==> src/rtl/core/wmrs_ram.sv <==
// Generic single-port-write, single-port-read RAM with a registered read.
// Depends on nothing.
module wmrs_ram #(
  parameter int WIDTH = 8,
  parameter int DEPTH = 16
) (
  input  logic                                  clk_i,
  input  logic                                  we_i,
  input  logic [(DEPTH > 1 ? $clog2(DEPTH) : 1)-1:0] waddr_i,
  input  logic [WIDTH-1:0]                      wdata_i,
  input  logic                                  re_i,
  input  logic [(DEPTH > 1 ? $clog2(DEPTH) : 1)-1:0] raddr_i,
  output logic [WIDTH-1:0]                      rdata_o
);

  logic [WIDTH-1:0] mem_q [DEPTH];
  logic [WIDTH-1:0] rdata_q;

  always_ff @(posedge clk_i) begin
    if (we_i) begin
      mem_q[waddr_i] <= wdata_i;
    end
    if (re_i) begin
      rdata_q <= mem_q[raddr_i];
    end
  end

  assign rdata_o = rdata_q;

endmodule

==> config.mk <==
export PLATFORM = sky130hd
export DESIGN_NAME = wmrs_ram
export DESIGN_NICKNAME = d
export VERILOG_FILES = /design/src/rtl/core/wmrs_ram.sv
export SDC_FILE = /design/constraint.sdc
export NUM_CORES = 1
export LEC_CHECK = 0
export BUFFER_PORTS_ARGS = -buffer_cell sky130_fd_sc_hd__buf_4
export CAP_MARGIN = 20
export CORE_MARGIN = 2
export CORE_UTILIZATION = 57
export CTS_BUF_LIST = sky130_fd_sc_hd__clkbuf_8
export CTS_CLUSTER_SIZE = 25
export DETAILED_ROUTE_END_ITERATION = 10
export PLACE_DENSITY = 0.78
export SYNTH_ARGS = -nofsm -noshare
export SYNTH_HDL_FRONTEND = slang
export SYNTH_SLANG_ARGS = --single-unit
==> constraint.sdc <==
create_clock -name clk_i -period 1.53 [get_ports clk_i]
set_clock_uncertainty 0.05 [all_clocks]
set_input_delay 0.0765 -clock clk_i [delete_from_list [all_inputs] [get_ports clk_i]]
set_output_delay 0.0765 -clock clk_i [all_outputs]
set_load 0.03 [all_outputs]
After elaboration in Yosys (flattened, before gate mapping)
Memory sizes are Yosys's and may differ from the RTL's. A register that Yosys moved wholly into a read port is not among the register bits.
Index checks and enable logic that the tools add are counted.

storage, ports and cells
  memories kept = 1
  register bits = 0
  memory bits (read-only) = 0
  bits of input ports = 19
  bits in latches = 0
  word-level logic and storage cells = 3
  memory bits (writable) = 128
  output and inout port bits = 8

memory list
  name   depth  width  rd ports  clocked after memory_dff  wr ports  RTL line  text
  mem_q  16     8      1         1                         1         16        logic [WIDTH-1:0] mem_q [DEPTH];

cells by class
  muxes and demuxes = 2
  div/mod/pow operators = 0
  add/subtract/negate cells = 0
  shift-type cells = 0
  equal/unequal tests = 0
  bitwise operators = 0
  $lt $le $gt $ge = 0
  multiply operators = 0
  reductions and logical operators = 0

operator list
  operator           count
  1-bit two-way mux  2

Longest topological paths before layout
  depth after elaboration = 2
  mapped depth = 5
  depth with buffers taken out = 3

Least setup slack after synthesis
Ideal clock, no wire load.

  path kind = input port to flip-flop
  start point = in waddr_i[2] (netlist bit)
  end point = mem mem_q[0][0] (enable)
  arrival = 1186 ps
  slack = -89 ps
  stages on the path = 2
  path through = or3b_2 nor3_1

RTL lines
  item             RTL line  text
  start, declared  9         input logic [(DEPTH > 1 ? $clog2(DEPTH) : 1)-1:0] waddr_i,
  end, declared    16

No word-level cell before the write port.

==> flow_metrics.tcl <==
set metrics [dict create \
    critPathRequiredTime_ps 1660 \
    hold_class "input port to flip-flop" \
    ant_nets 0 \
    routed_wl_um 9920 \
    cts_setup_buffers 0 \
    hold_start "waddr_i[0]" \
    worstReg2RegStart "mem_q[1][5]$_DFFE_PP_" \
    period_share_pct 99.4 \
    drv_slew 0 \
    dp_cells 388 \
    drtIter0Drc 163 \
    criticalPathCategory "flip-flop to flip-flop" \
    via_count 2590 \
    synthAdderAreaFrac_pct 0 \
    die_area_sq_um 9950 \
    seqCellArea_sq_um 4080 \
    critPathCapture "rdata_o[5]$_DFFE_PP_" \
    ys_ff_latch 136 \
    path_max_fanout 1 \
    max_slew_margin_pct 70.0 \
    port_buffers 26 \
    cts-root-buf "clkbuf_8" \
    syn-num-nets 248 \
    synth_cells 229 \
    io_pins 27 \
    drv_cap 0 \
    core_sq_um 8810 \
    insertion_delay_ps 430 \
    min_period_ps 1520 \
    flow.area_growth_from_synthesis_pct 21.0 \
    drive_above_1_share_pct 36.6 \
    crit_path_start "mem_q[1][5]$_DFFE_PP_" \
    cts_buffers 17 \
    htreeDepth 4 \
    finalNetCount 326 \
    status "complete, no violations" \
    dp_hpwl_um 6390 \
    final_cells 428 \
    rows 34 \
    avgSynthCellArea_sq_um 22.8 \
    r2r_cells 3 \
    p_leak_nw 2.17 \
    overflow 0 \
    dieHeight_um 99.8 \
    start_kind "flip-flop" \
    ys_seq_area_share_pct 78.1 \
    p_total_w 0.00795 \
    die_x_um 99.8 \
    peakVddDrop_v 0.000740 \
    power_density_nw_per_um2 1260 \
    worst-r2r-setup-slack_ps 10 \
    synth_compound_area_share_pct 2.30 \
    syn-cell-area_sq_um 5230 \
    final_area_sq_um 6320 \
    fillCellCount 502 \
    cts_sinks 136 \
    antenna_found_initial 0 \
    rsz0062_at_grt "yes" \
    vias_per_cell 6.05 \
    timing.rr.end "rdata_o[5]$_DFFE_PP_" \
    synthSimpleGateAreaFrac_pct 3.14 \
    firstDrtPassIters 6 \
    gp_congestion 0.755 \
    grt_pass1_vias 2709 \
    synthXorXnorAreaFrac_pct 0 \
    yosysWarningCount 0 \
    grt_usage_pct 22.2 \
    clk_path_buf_depth 2 \
    cts_tree "built" \
    wl_per_cell_um 23.2 \
    dpl_cell_area_sq_um 5780 \
    n_antenna_cell 0 \
    grt_pass1_wl_um 15500 \
    finalSetupViolations 0 \
    grt_start_max_net_pins 19 \
    synth_cell_type_count 18 \
    synth_mux_area_share_pct 14.8 \
    fmax_mhz 658 \
    multi_input_area_sq_um 1080 \
    hold-worst-slack_ps 120 \
    start_util_pct 59.4 \
    worstPathArrival_ps 1650 \
    clkTransAtPathRegs_ps 80 \
    cp-end-kind "flip-flop" \
    synth_top_family_by_area "multiplexers" \
    drcViolationCount 0 \
    finalHoldViolations 0 \
    worst_pin_slew_ps 450 \
]
cells by family (layout without fill, tap and decap cells):
group                  count (synthesis)  in the layout
flip-flops                           136            136
AND/OR/NAND/NOR                       35             35
multiplexers                          32             32
buffers and inverters                 10            101
AO/OA/AOI/OAI                         16             16
power breakdown:
group | internal, W | switching (W)
logic | 0.000236 | 0.000269
clock network | 0.00192 | 0.00131
registers | 0.00419 | 0.0000237
per-stage QoR:
step	TNS (ps)	setup WS (ps)	utilization, %
after CTS	-6.71	-6.71	71.8
after global routing	-74.2	-44.4	71.8
after detailed placement	-856	-249	65.6
final	0	9.70	71.8
after global placement	-664	-186	65.6
after floorplan	0	121	-
critical path: stages (launching register included):
cell	delay, ps
edfxtp_1	360
mux4_1	540
a22oi_2	240
nand2_1	80
layout by cell type, fill, tap and decap left out, drive strengths merged, types with 2 or more instances in the layout:
master	n
a22oi	16
buf	60
bufinv	5
clkbuf	17
clkinv	4
clkinvlp	4
dlygate4sd3	9
edfxtp	136
inv	2
mux4	32
nand2	9
nand2b	2
nand3b	2
nor2	13
nor3	4
routing by layer:
layer  wire (um)  GRT usage (%)  vias to the layer above
met5           0              0                        -
met4         189           8.01                        0
met3         500           6.68                       15
met2        5020           34.5                      106
met1        4220           30.7                     1332
li1            -              -                     1137
cells in the mapped netlist:
library cell	count	area, sq um
a22oi_1	16	120
nor2_1	13	48.8
nand3b_1	2	15.0
mux4_2	18	405
nand2b_1	2	12.5
buf_6	3	33.8
buf_2	3	15.0
nand2_1	9	33.8
and2_1	1	6.26
buf_4	1	7.51
or3b_2	1	8.76
nor2b_1	1	6.26
edfxtp_1	136	4080
clkdlybuf4s25_2	3	30.0
and2b_1	1	7.51
nand3_1	1	5.00
mux4_1	14	368
nor3_1	4	20.0
what timing repair did:
action                     CTS  global route
pin swaps                    2             2
hold endpoints to repair   136             0
setup endpoints to repair    3             4
hold buffers                 9             0
gates resized for setup      5             3
area by class of cell:
cell class / count / area share (%)
Sequential cell: 136 / 64.6
Multi-Input combinational cell: 83 / 17.1
Timing Repair Buffer: 69 / 9.14
Clock buffer: 17 / 3.70
Clock inverter: 15 / 3.32
Tap cell: 108 / 2.14
state kept, by name (all words and copies together) (netlist names):
register  cells
mem_q       128
rdata_o       8
worst min-delay path by stage:
stage / cells after the start / slack, ps / endpoint
after CTS: 3 / 100 / mem_q[0][6]$_DFFE_PP_
after floorplan: 0 / 130 / mem_q[0][0]$_DFFE_PP_
final: 3 / 120 / mem_q[0][6]$_DFFE_PP_
after detailed placement: 1 / 350 / mem_q[8][1]$_DFFE_PP_
after global routing: 3 / 100 / mem_q[0][6]$_DFFE_PP_
after global placement: 1 / 330 / mem_q[14][0]$_DFFE_PP_
Power figures use the tool's default switching activity.
