<file path="src/rtl/core/wmrs_minmax_tree.sv">
// Registered max/min reduction tree with a matching sideband delay line.
// Depends on nothing; one register level per halving of the input count.
module wmrs_minmax_tree #(
  parameter int N   = 16,
  parameter int W   = 31,
  parameter int SBW = 1
) (
  input  logic           clk_i,
  input  logic           rst_ni,
  input  logic           en_i,
  input  logic [W-1:0]   max_i [N],
  input  logic [W-1:0]   min_i [N],
  input  logic [SBW-1:0] sb_i,
  output logic [W-1:0]   max_o,
  output logic [W-1:0]   min_o,
  output logic [SBW-1:0] sb_o
);

  localparam int LV = $clog2(N);

  if (LV == 0) begin : g_flat
    assign max_o = max_i[0];
    assign min_o = min_i[0];
    assign sb_o  = sb_i;
  end else begin : g_tree
    logic [W-1:0]   mx_q    [N-1];
    logic [W-1:0]   mn_q    [N-1];
    logic [W-1:0]   node_mx [2*N-1];
    logic [W-1:0]   node_mn [2*N-1];
    logic [SBW-1:0] sb_q    [LV];

    always_comb begin
      for (int k = 0; k < N-1; k++) begin
        node_mx[k] = mx_q[k];
        node_mn[k] = mn_q[k];
      end
      for (int k = 0; k < N; k++) begin
        node_mx[k+N-1] = max_i[k];
        node_mn[k+N-1] = min_i[k];
      end
    end

    always_ff @(posedge clk_i) begin
      if (en_i) begin
        for (int i = 0; i < N-1; i++) begin
          mx_q[i] <= (node_mx[2*i+1] > node_mx[2*i+2]) ? node_mx[2*i+1] : node_mx[2*i+2];
          mn_q[i] <= (node_mn[2*i+1] < node_mn[2*i+2]) ? node_mn[2*i+1] : node_mn[2*i+2];
        end
      end
    end

    always_ff @(posedge clk_i or negedge rst_ni) begin
      if (!rst_ni) begin
        for (int s = 0; s < LV; s++) begin
          sb_q[s] <= '0;
        end
      end else if (en_i) begin
        sb_q[0] <= sb_i;
        for (int s = 1; s < LV; s++) begin
          sb_q[s] <= sb_q[s-1];
        end
      end
    end

    assign max_o = mx_q[0];
    assign min_o = mn_q[0];
    assign sb_o  = sb_q[LV-1];
  end

endmodule

</file>
<file path="config.mk">
export PLATFORM = sky130hd
export DESIGN_NAME = wmrs_minmax_tree
export DESIGN_NICKNAME = d
export VERILOG_FILES = /design/src/rtl/core/wmrs_minmax_tree.sv
export SDC_FILE = /design/constraint.sdc
export NUM_CORES = 2
export LEC_CHECK = 0
export BUFFER_PORTS_ARGS = -buffer_cell sky130_fd_sc_hd__buf_4
export CORE_AREA = 3 3 413 415
export CTS_CLUSTER_DIAMETER = 200
export DETAILED_ROUTE_END_ITERATION = 10
export DIE_AREA = 0 0 416 418
export PLACE_DENSITY = 0.58
export SKIP_LAST_GASP = 1
export SYNTH_ARGS = -nofsm -noshare
export SYNTH_HDL_FRONTEND = slang
export SYNTH_SLANG_ARGS = --single-unit
</file>
<file path="constraint.sdc">
create_clock -name clk_i -period 3.6 [get_ports clk_i]
set_input_delay 0 -clock clk_i [delete_from_list [all_inputs] [get_ports clk_i]]
set_output_delay 0 -clock clk_i [all_outputs]
set_load 0.02 [all_outputs]
</file>
Word level (Yosys, flattened, before mapping). Memory sizes are Yosys's and may differ from the RTL's. Cells that the tools add are included.

Bits in registers: 4. Memory bits (writable): 930. Bits of input ports: 996. Output and inout bits: 63. Memories: 2.

Order comparisons: 30. Multiplexer cells: 32.

Memory list: g_tree.mn_q (words 15, width 31, read ports 15, clocked after memory_dff 0, wr ports 15, line 27) `logic [W-1:0] mn_q [N-1];`; g_tree.mx_q (words 15, width 31, read ports 15, clocked after memory_dff 0, wr ports 15, line 26) `logic [W-1:0] mx_q [N-1];`.

Operators with widths (count): 2-to-1 mux 31 bit (30); greater-than comparator 31 bit (15); < comparator 31 bit (15); 2-to-1 mux 1 bit (2).

Longest topological paths before layout.
Depth after elaboration: 2. Gate-level depth with buffers: 10. Depth with buffers taken out: 9.

Least setup slack after synthesis. No wires, ideal clock.

Kind: register to register. From: mem g_tree.mn_q[11][4], in the netlist g_tree.mn_q[1][97]. To: mem g_tree.mn_q[5][0], in the netlist g_tree.mn_q[0][155], data pin. Library setup time: 0.260 ns. Data arrival time: 2.355 ns. Setup slack: 0.985 ns. Cell stages (with the launch flop): 9. Path buffers: 1. Clock period less this slack: 2.615 ns. Path through: edfxtp_1 > ha_1 > a21oi_1 > nor2b_1 > o41ai_1 > o211ai_1 > a2111oi_2 > buf_4 > mux2_2.

RTL lines (line): start, declared (27).

==> tab_implementation.tex <==
\begin{tabular}{lr}
\hline
Metric & Value \\
\hline
\multicolumn{2}{l}{\textbf{Timing}} \\
\quad Relative slew margins & 19.0\% \\
\quad Measured slew at the worst slew-check pin & 1.22 ns \\
\quad Number of max-slew violations in the final report & 0 \\
\quad Tcrit/Tclk final & 96.6\% \\
\quad Fmax achieved & 288 MHz \\
\quad Least setup slack across all paths after layout & 0.122 ns \\
\quad Worst Clk Skew & 0.0314 ns \\
\quad Tmin final & 3.48 ns \\
\quad RSZ-0062 raised after global routing & false \\
\quad Final setup violation count & 0 \\
\quad Setup\_tns & 0 ns \\
\quad Count of endpoints failing hold in the final timing report & 0 \\
\multicolumn{2}{l}{\textbf{Logic synthesis}} \\
\quad Count of flip-flops with a built-in enable after synthesis & 930 \\
\quad Simple-Gate Fraction of Synth Area & 5.72\% \\
\quad Post-synthesis register bit count & 934 \\
\quad Predominant post-synthesis flop cell & sky130\_fd\_sc\_hd\_\_edfxtp\_1 \\
\quad Adder and majority cell fraction of the synthesized area & 18.2\% \\
\quad Combinational family with the most area after synthesis & adder cells \\
\quad Synth Instances & 5341 \\
\quad Xor and xnor fraction of the mapped netlist area & 0\% \\
\quad FFs w/ async S/R, synth & 0.428\% \\
\quad Average cell area after synthesis & 11.8 µm² \\
\quad Total number of yosys warnings & 0 \\
\quad Netlist area before placement & 63000 µm² \\
\quad Synthesized netlist net count & 7252 \\
\quad Number of unique standard cell types used by synthesis & 49 \\
\quad Compound-Gate Fraction of Synth Area & 7.77\% \\
\quad Multiplexer share of the synthesized area & 16.7\% \\
\quad Portion of the post-synthesis area used by sequential elements & 44.5\% \\
\multicolumn{2}{l}{\textbf{Worst setup path}} \\
\quad Critical-path cell with the highest stage delay & sky130\_fd\_sc\_hd\_\_dlygate4sd3\_1 \\
\quad List of cells traversed by the critical path & dlygate4sd3\_1 > buf\_4 > inv\_1 > ha\_1 > a21oi\_1 > nor2b\_1 > o41ai\_1 > o211ai\_1 > a2111oi\_4 > buf\_4 > mux2\_2 > dlygate4sd3\_1 \\
\quad Worst endpoint required time & 4.06 ns \\
\quad Startpoint types & primary input \\
\quad Maximum fanout count along the critical path & 31 \\
\quad Family with the most delay on the worst path & buffers and inverters \\
\quad Reg-to-reg slack, setup & 0.29 ns \\
\quad Max incr delay on CP & 0.58 ns \\
\quad Data arrival at the endpoint of the critical path & 3.94 ns \\
\quad Worst reg2reg path depth & 11 \\
\quad CP Capture Type & flip-flop \\
\quad Worst path bufs/invs & 5 \\
\quad R2R Path End & g\_tree.mn\_q[0][25] \\
\quad Worst R2R Start & g\_tree.mn\_q[0][64] \\
\quad Critical Setup Path Class & in2reg \\
\multicolumn{2}{l}{\textbf{GRT}} \\
\quad Pin count of the biggest net entering global routing & 88 \\
\quad GR Layer Usage met3 & 3.40\% \\
\quad Number of antenna violations at the first check in global routing & 18 \\
\quad Global-route total usage across every layer & 22.5\% \\
\quad GR met1 Demand/Resource & 26.4\% \\
\quad Most used routing layer in global routing & met2 \\
\quad Met2 Use GR & 41.4\% \\
\quad GRT Residual Overflow & 0 \\
\quad Wire length of the first global-routing pass & 301 mm \\
\quad Vias in the first global route & 51100 \\
\multicolumn{2}{l}{\textbf{Route}} \\
\quad Routed vias & 48500 \\
\quad Via count normalized by instance count & 4.99 \\
\quad Detailed Route WL & 201 mm \\
\quad Remaining antenna violation count & 0 \\
\quad TritonRoute pass-1 iters & 5 \\
\quad DRC violation count after routing & 0 \\
\quad Avg WL per Cell & 20.6 µm \\
\quad Iter 0 DRT Violations & 2574 \\
\multicolumn{2}{l}{\textbf{Die}} \\
\quad DIE AREA & 174000 µm² \\
\quad Horizontal die dimension & 416 µm \\
\quad Initial Util & 37.7\% \\
\quad Core Region & 167000 µm² \\
\quad Die outline height & 418 µm \\
\quad Number of placed I/O pins & 1059 \\
\quad Placement row count & 150 \\
\multicolumn{2}{l}{\textbf{Power}} \\
\quad Leak pwr & 39.6 nW \\
\quad Worst-case vdd ir drop & 0.000348 V \\
\quad Total Power & 0.0384 W \\
\quad Net switching power of the design & 0.0113 W \\
\quad Sequential share of power & 40.1\% \\
\quad Internal cell power & 0.0271 W \\
\quad Net switching share of the total power & 29.4\% \\
\quad Areal power density over the cells & 440 nW/µm² \\
\quad Share of power burned in combinational logic & 31.2\% \\
\quad Proportion of power drawn by the clock network & 28.6\% \\
\multicolumn{2}{l}{\textbf{Placed design}} \\
\quad Post-Place Cells & 8524 \\
\quad GP Congestion & 0.909 \\
\quad Placed wire-length estimate & 162 mm \\
\quad Worst Setup Slack post-DPL & 0.272 ns \\
\quad Count of input and output buffers & 1058 \\
\quad Placed cell area & 73800 µm² \\
\multicolumn{2}{l}{\textbf{Status}} \\
\quad Status & finished clean \\
\multicolumn{2}{l}{\textbf{Clocking}} \\
\quad Clk\_lat worst skew & 0.72 ns \\
\quad Clock tree from TritonCTS & yes \\
\quad Maximum clock path buffer count & 3 \\
\quad H-tree depth & 3 \\
\quad Cell chosen for the clock root & sky130\_fd\_sc\_hd\_\_clkbuf\_16 \\
\quad Clock tree sinks & 934 \\
\quad Inserted Clock Buffers & 107 \\
\quad Post-CTS setup buffer count & 0 \\
\quad CTS clk-pin slew, worst paths & 0.06 ns \\
\multicolumn{2}{l}{\textbf{Min path}} \\
\quad Kind of path behind the tightest hold check & in2reg \\
\quad Endpoint, Worst Hold & g\_tree.sb\_q[3] \\
\quad Startpoint of the most critical hold path & sb\_i \\
\quad Worst Hold Path Cells & 3 \\
\multicolumn{2}{l}{\textbf{Finish}} \\
\quad Post-layout instance count excluding filler cells & 9730 \\
\quad Design Area, Final & 87300 µm² \\
\quad Area growth from synthesis to final layout & 38.5\% \\
\quad Most frequent cells in the layout & 1127 x sky130\_fd\_sc\_hd\_\_buf\_4, 996 x sky130\_fd\_sc\_hd\_\_dlygate4sd3\_1, 930 x sky130\_fd\_sc\_hd\_\_edfxtp\_1 \\
\quad Nets & 9336 \\
\quad Filler Cell Count & 14500 \\
\quad Proportion of layout cells with a drive suffix above 1 & 29.8\% \\
\quad Most common library cell in the layout ignoring fill and taps & sky130\_fd\_sc\_hd\_\_buf\_4 \\
\multicolumn{2}{l}{\textbf{Job}} \\
\quad \# Max-Cap Violations & 0 \\
\hline
\end{tabular}
==> layout make-up <==
type | count | area [µm²] | area share, %
diodes | 11 | 27.5 | 0.0315
clock buffers | 129 | 2800 | 3.21
clock inverters | 70 | 732 | 0.838
inverters | 923 | 3460 | 3.97
multi-input cells | 3316 | 30700 | 35.1
flip-flops and latches | 934 | 28000 | 32.1
well taps | 2204 | 2760 | 3.16
repair buffers | 2143 | 18800 | 21.6
==> cell families (layout without fill, tap and decap cells) <==
group / after synthesis / count (layout)
buffers and inverters: 1091 / 3265
flip-flops: 934 / 934
adder cells (fa/ha/maj): 915 / 915
multiplexers: 907 / 907
AO/OA/AOI/OAI: 776 / 776
AND/OR/NAND/NOR: 718 / 718
other: 0 / 11
==> synth_stat cells, drive strengths merged, types with 5 or more instances <==
library cell,number,share of area [%]
edfxtp,930,44
inv,923,5.5
ha,915,18
mux2,900,17
a21oi,317,2.5
nand4,172,1.7
buf,153,1.6
o21ai,150,1.2
nor2,148,0.88
nand2,144,0.86
a21o,129,1.5
nand3,90,0.71
nor3,63,0.50
a211oi,52,0.62
nor2b,38,0.38
o221a,31,0.55
a2111oi,24,0.39
o211ai,21,0.25
nor4,16,0.16
clkbuf,15,0.089
o41ai,15,0.21
nand2b,13,0.13
a221oi,8,0.11
nand3b,8,0.095
nor3b,8,0.095
mux2i,7,0.11
o21bai,5,0.060
or3,5,0.050
or4,5,0.060
==> how the worst max path moves through the flow <==
stage,start,endpoint,slack [ns],cells past startpoint
after floorplan,g_tree.mn_q[1][97],g_tree.mn_q[0][155],0.99,8
after global placement,min_i[2],g_tree.mn_q[1][198],0.23,12
after detailed placement,min_i[2],g_tree.mn_q[1][194],0.27,12
after CTS,min_i[181],g_tree.mn_q[1][145],0.09,11
after global routing,min_i[314],g_tree.mn_q[1][59],0.03,12
final,min_i[314],g_tree.mn_q[1][35],0.12,12
==> worst reg2reg max path, stage by stage (launching register included) <==
cell and delay [ns]:
sky130_fd_sc_hd__edfxtp_1 0.40, sky130_fd_sc_hd__inv_1 0.07, sky130_fd_sc_hd__ha_1 0.29, sky130_fd_sc_hd__nand2_1 0.05, sky130_fd_sc_hd__o21ai_0 0.21, sky130_fd_sc_hd__nand4_1 0.14, sky130_fd_sc_hd__a2111oi_0 0.65, sky130_fd_sc_hd__buf_4 0.22
sky130_fd_sc_hd__o21ai_0 0.10, sky130_fd_sc_hd__o211ai_1 0.27, sky130_fd_sc_hd__buf_12 0.27, sky130_fd_sc_hd__mux2_2 0.38
==> sequential cells by signal (all words and copies together) (netlist names) <==
| name | flops |
|---|---|
| g_tree.mn_q | 465 |
| g_tree.mx_q | 465 |
| g_tree.sb_q | 3 |
| sb_o | 1 |
==> repair_timing <==
action | CTS | global route
gates resized for setup | 0 | 2
endpoints found under the setup margin | 0 | 21
hold endpoints to repair | 559 | 0
hold buffers | 996 | 0
==> through the flow <==
| stage | util [%] | hold slack (ns) |
|---|---|---|
| 6_report | 52.3 | 0.0885 |
| 2_1_floorplan | - | -0.296 |
| 4_1_cts | 52.2 | 0.00898 |
| 5_1_grt | 52.3 | 0.0465 |
| 3_3_place_gp | 44.2 | -0.204 |
| 3_5_place_dp | 44.2 | -0.201 |
==> power groups by stage <==
stage               clock, W  sequential (W)  combinational [W]
floorplan                  0          0.0149            0.00704
global placement           0          0.0157             0.0104
detailed placement         0          0.0157             0.0106
CTS                   0.0113          0.0155             0.0121
global route          0.0117          0.0156             0.0132
finish                0.0110          0.0154             0.0120
==> routing by layer <==
layer	vias to the layer above	part of all wire (%)
li1	23700	-
met1	23300	40
met2	1186	51
met3	297	4.2
met4	8	4.1
met5	-	0.026
No activity file was read; power rests on OpenSTA's default activity.
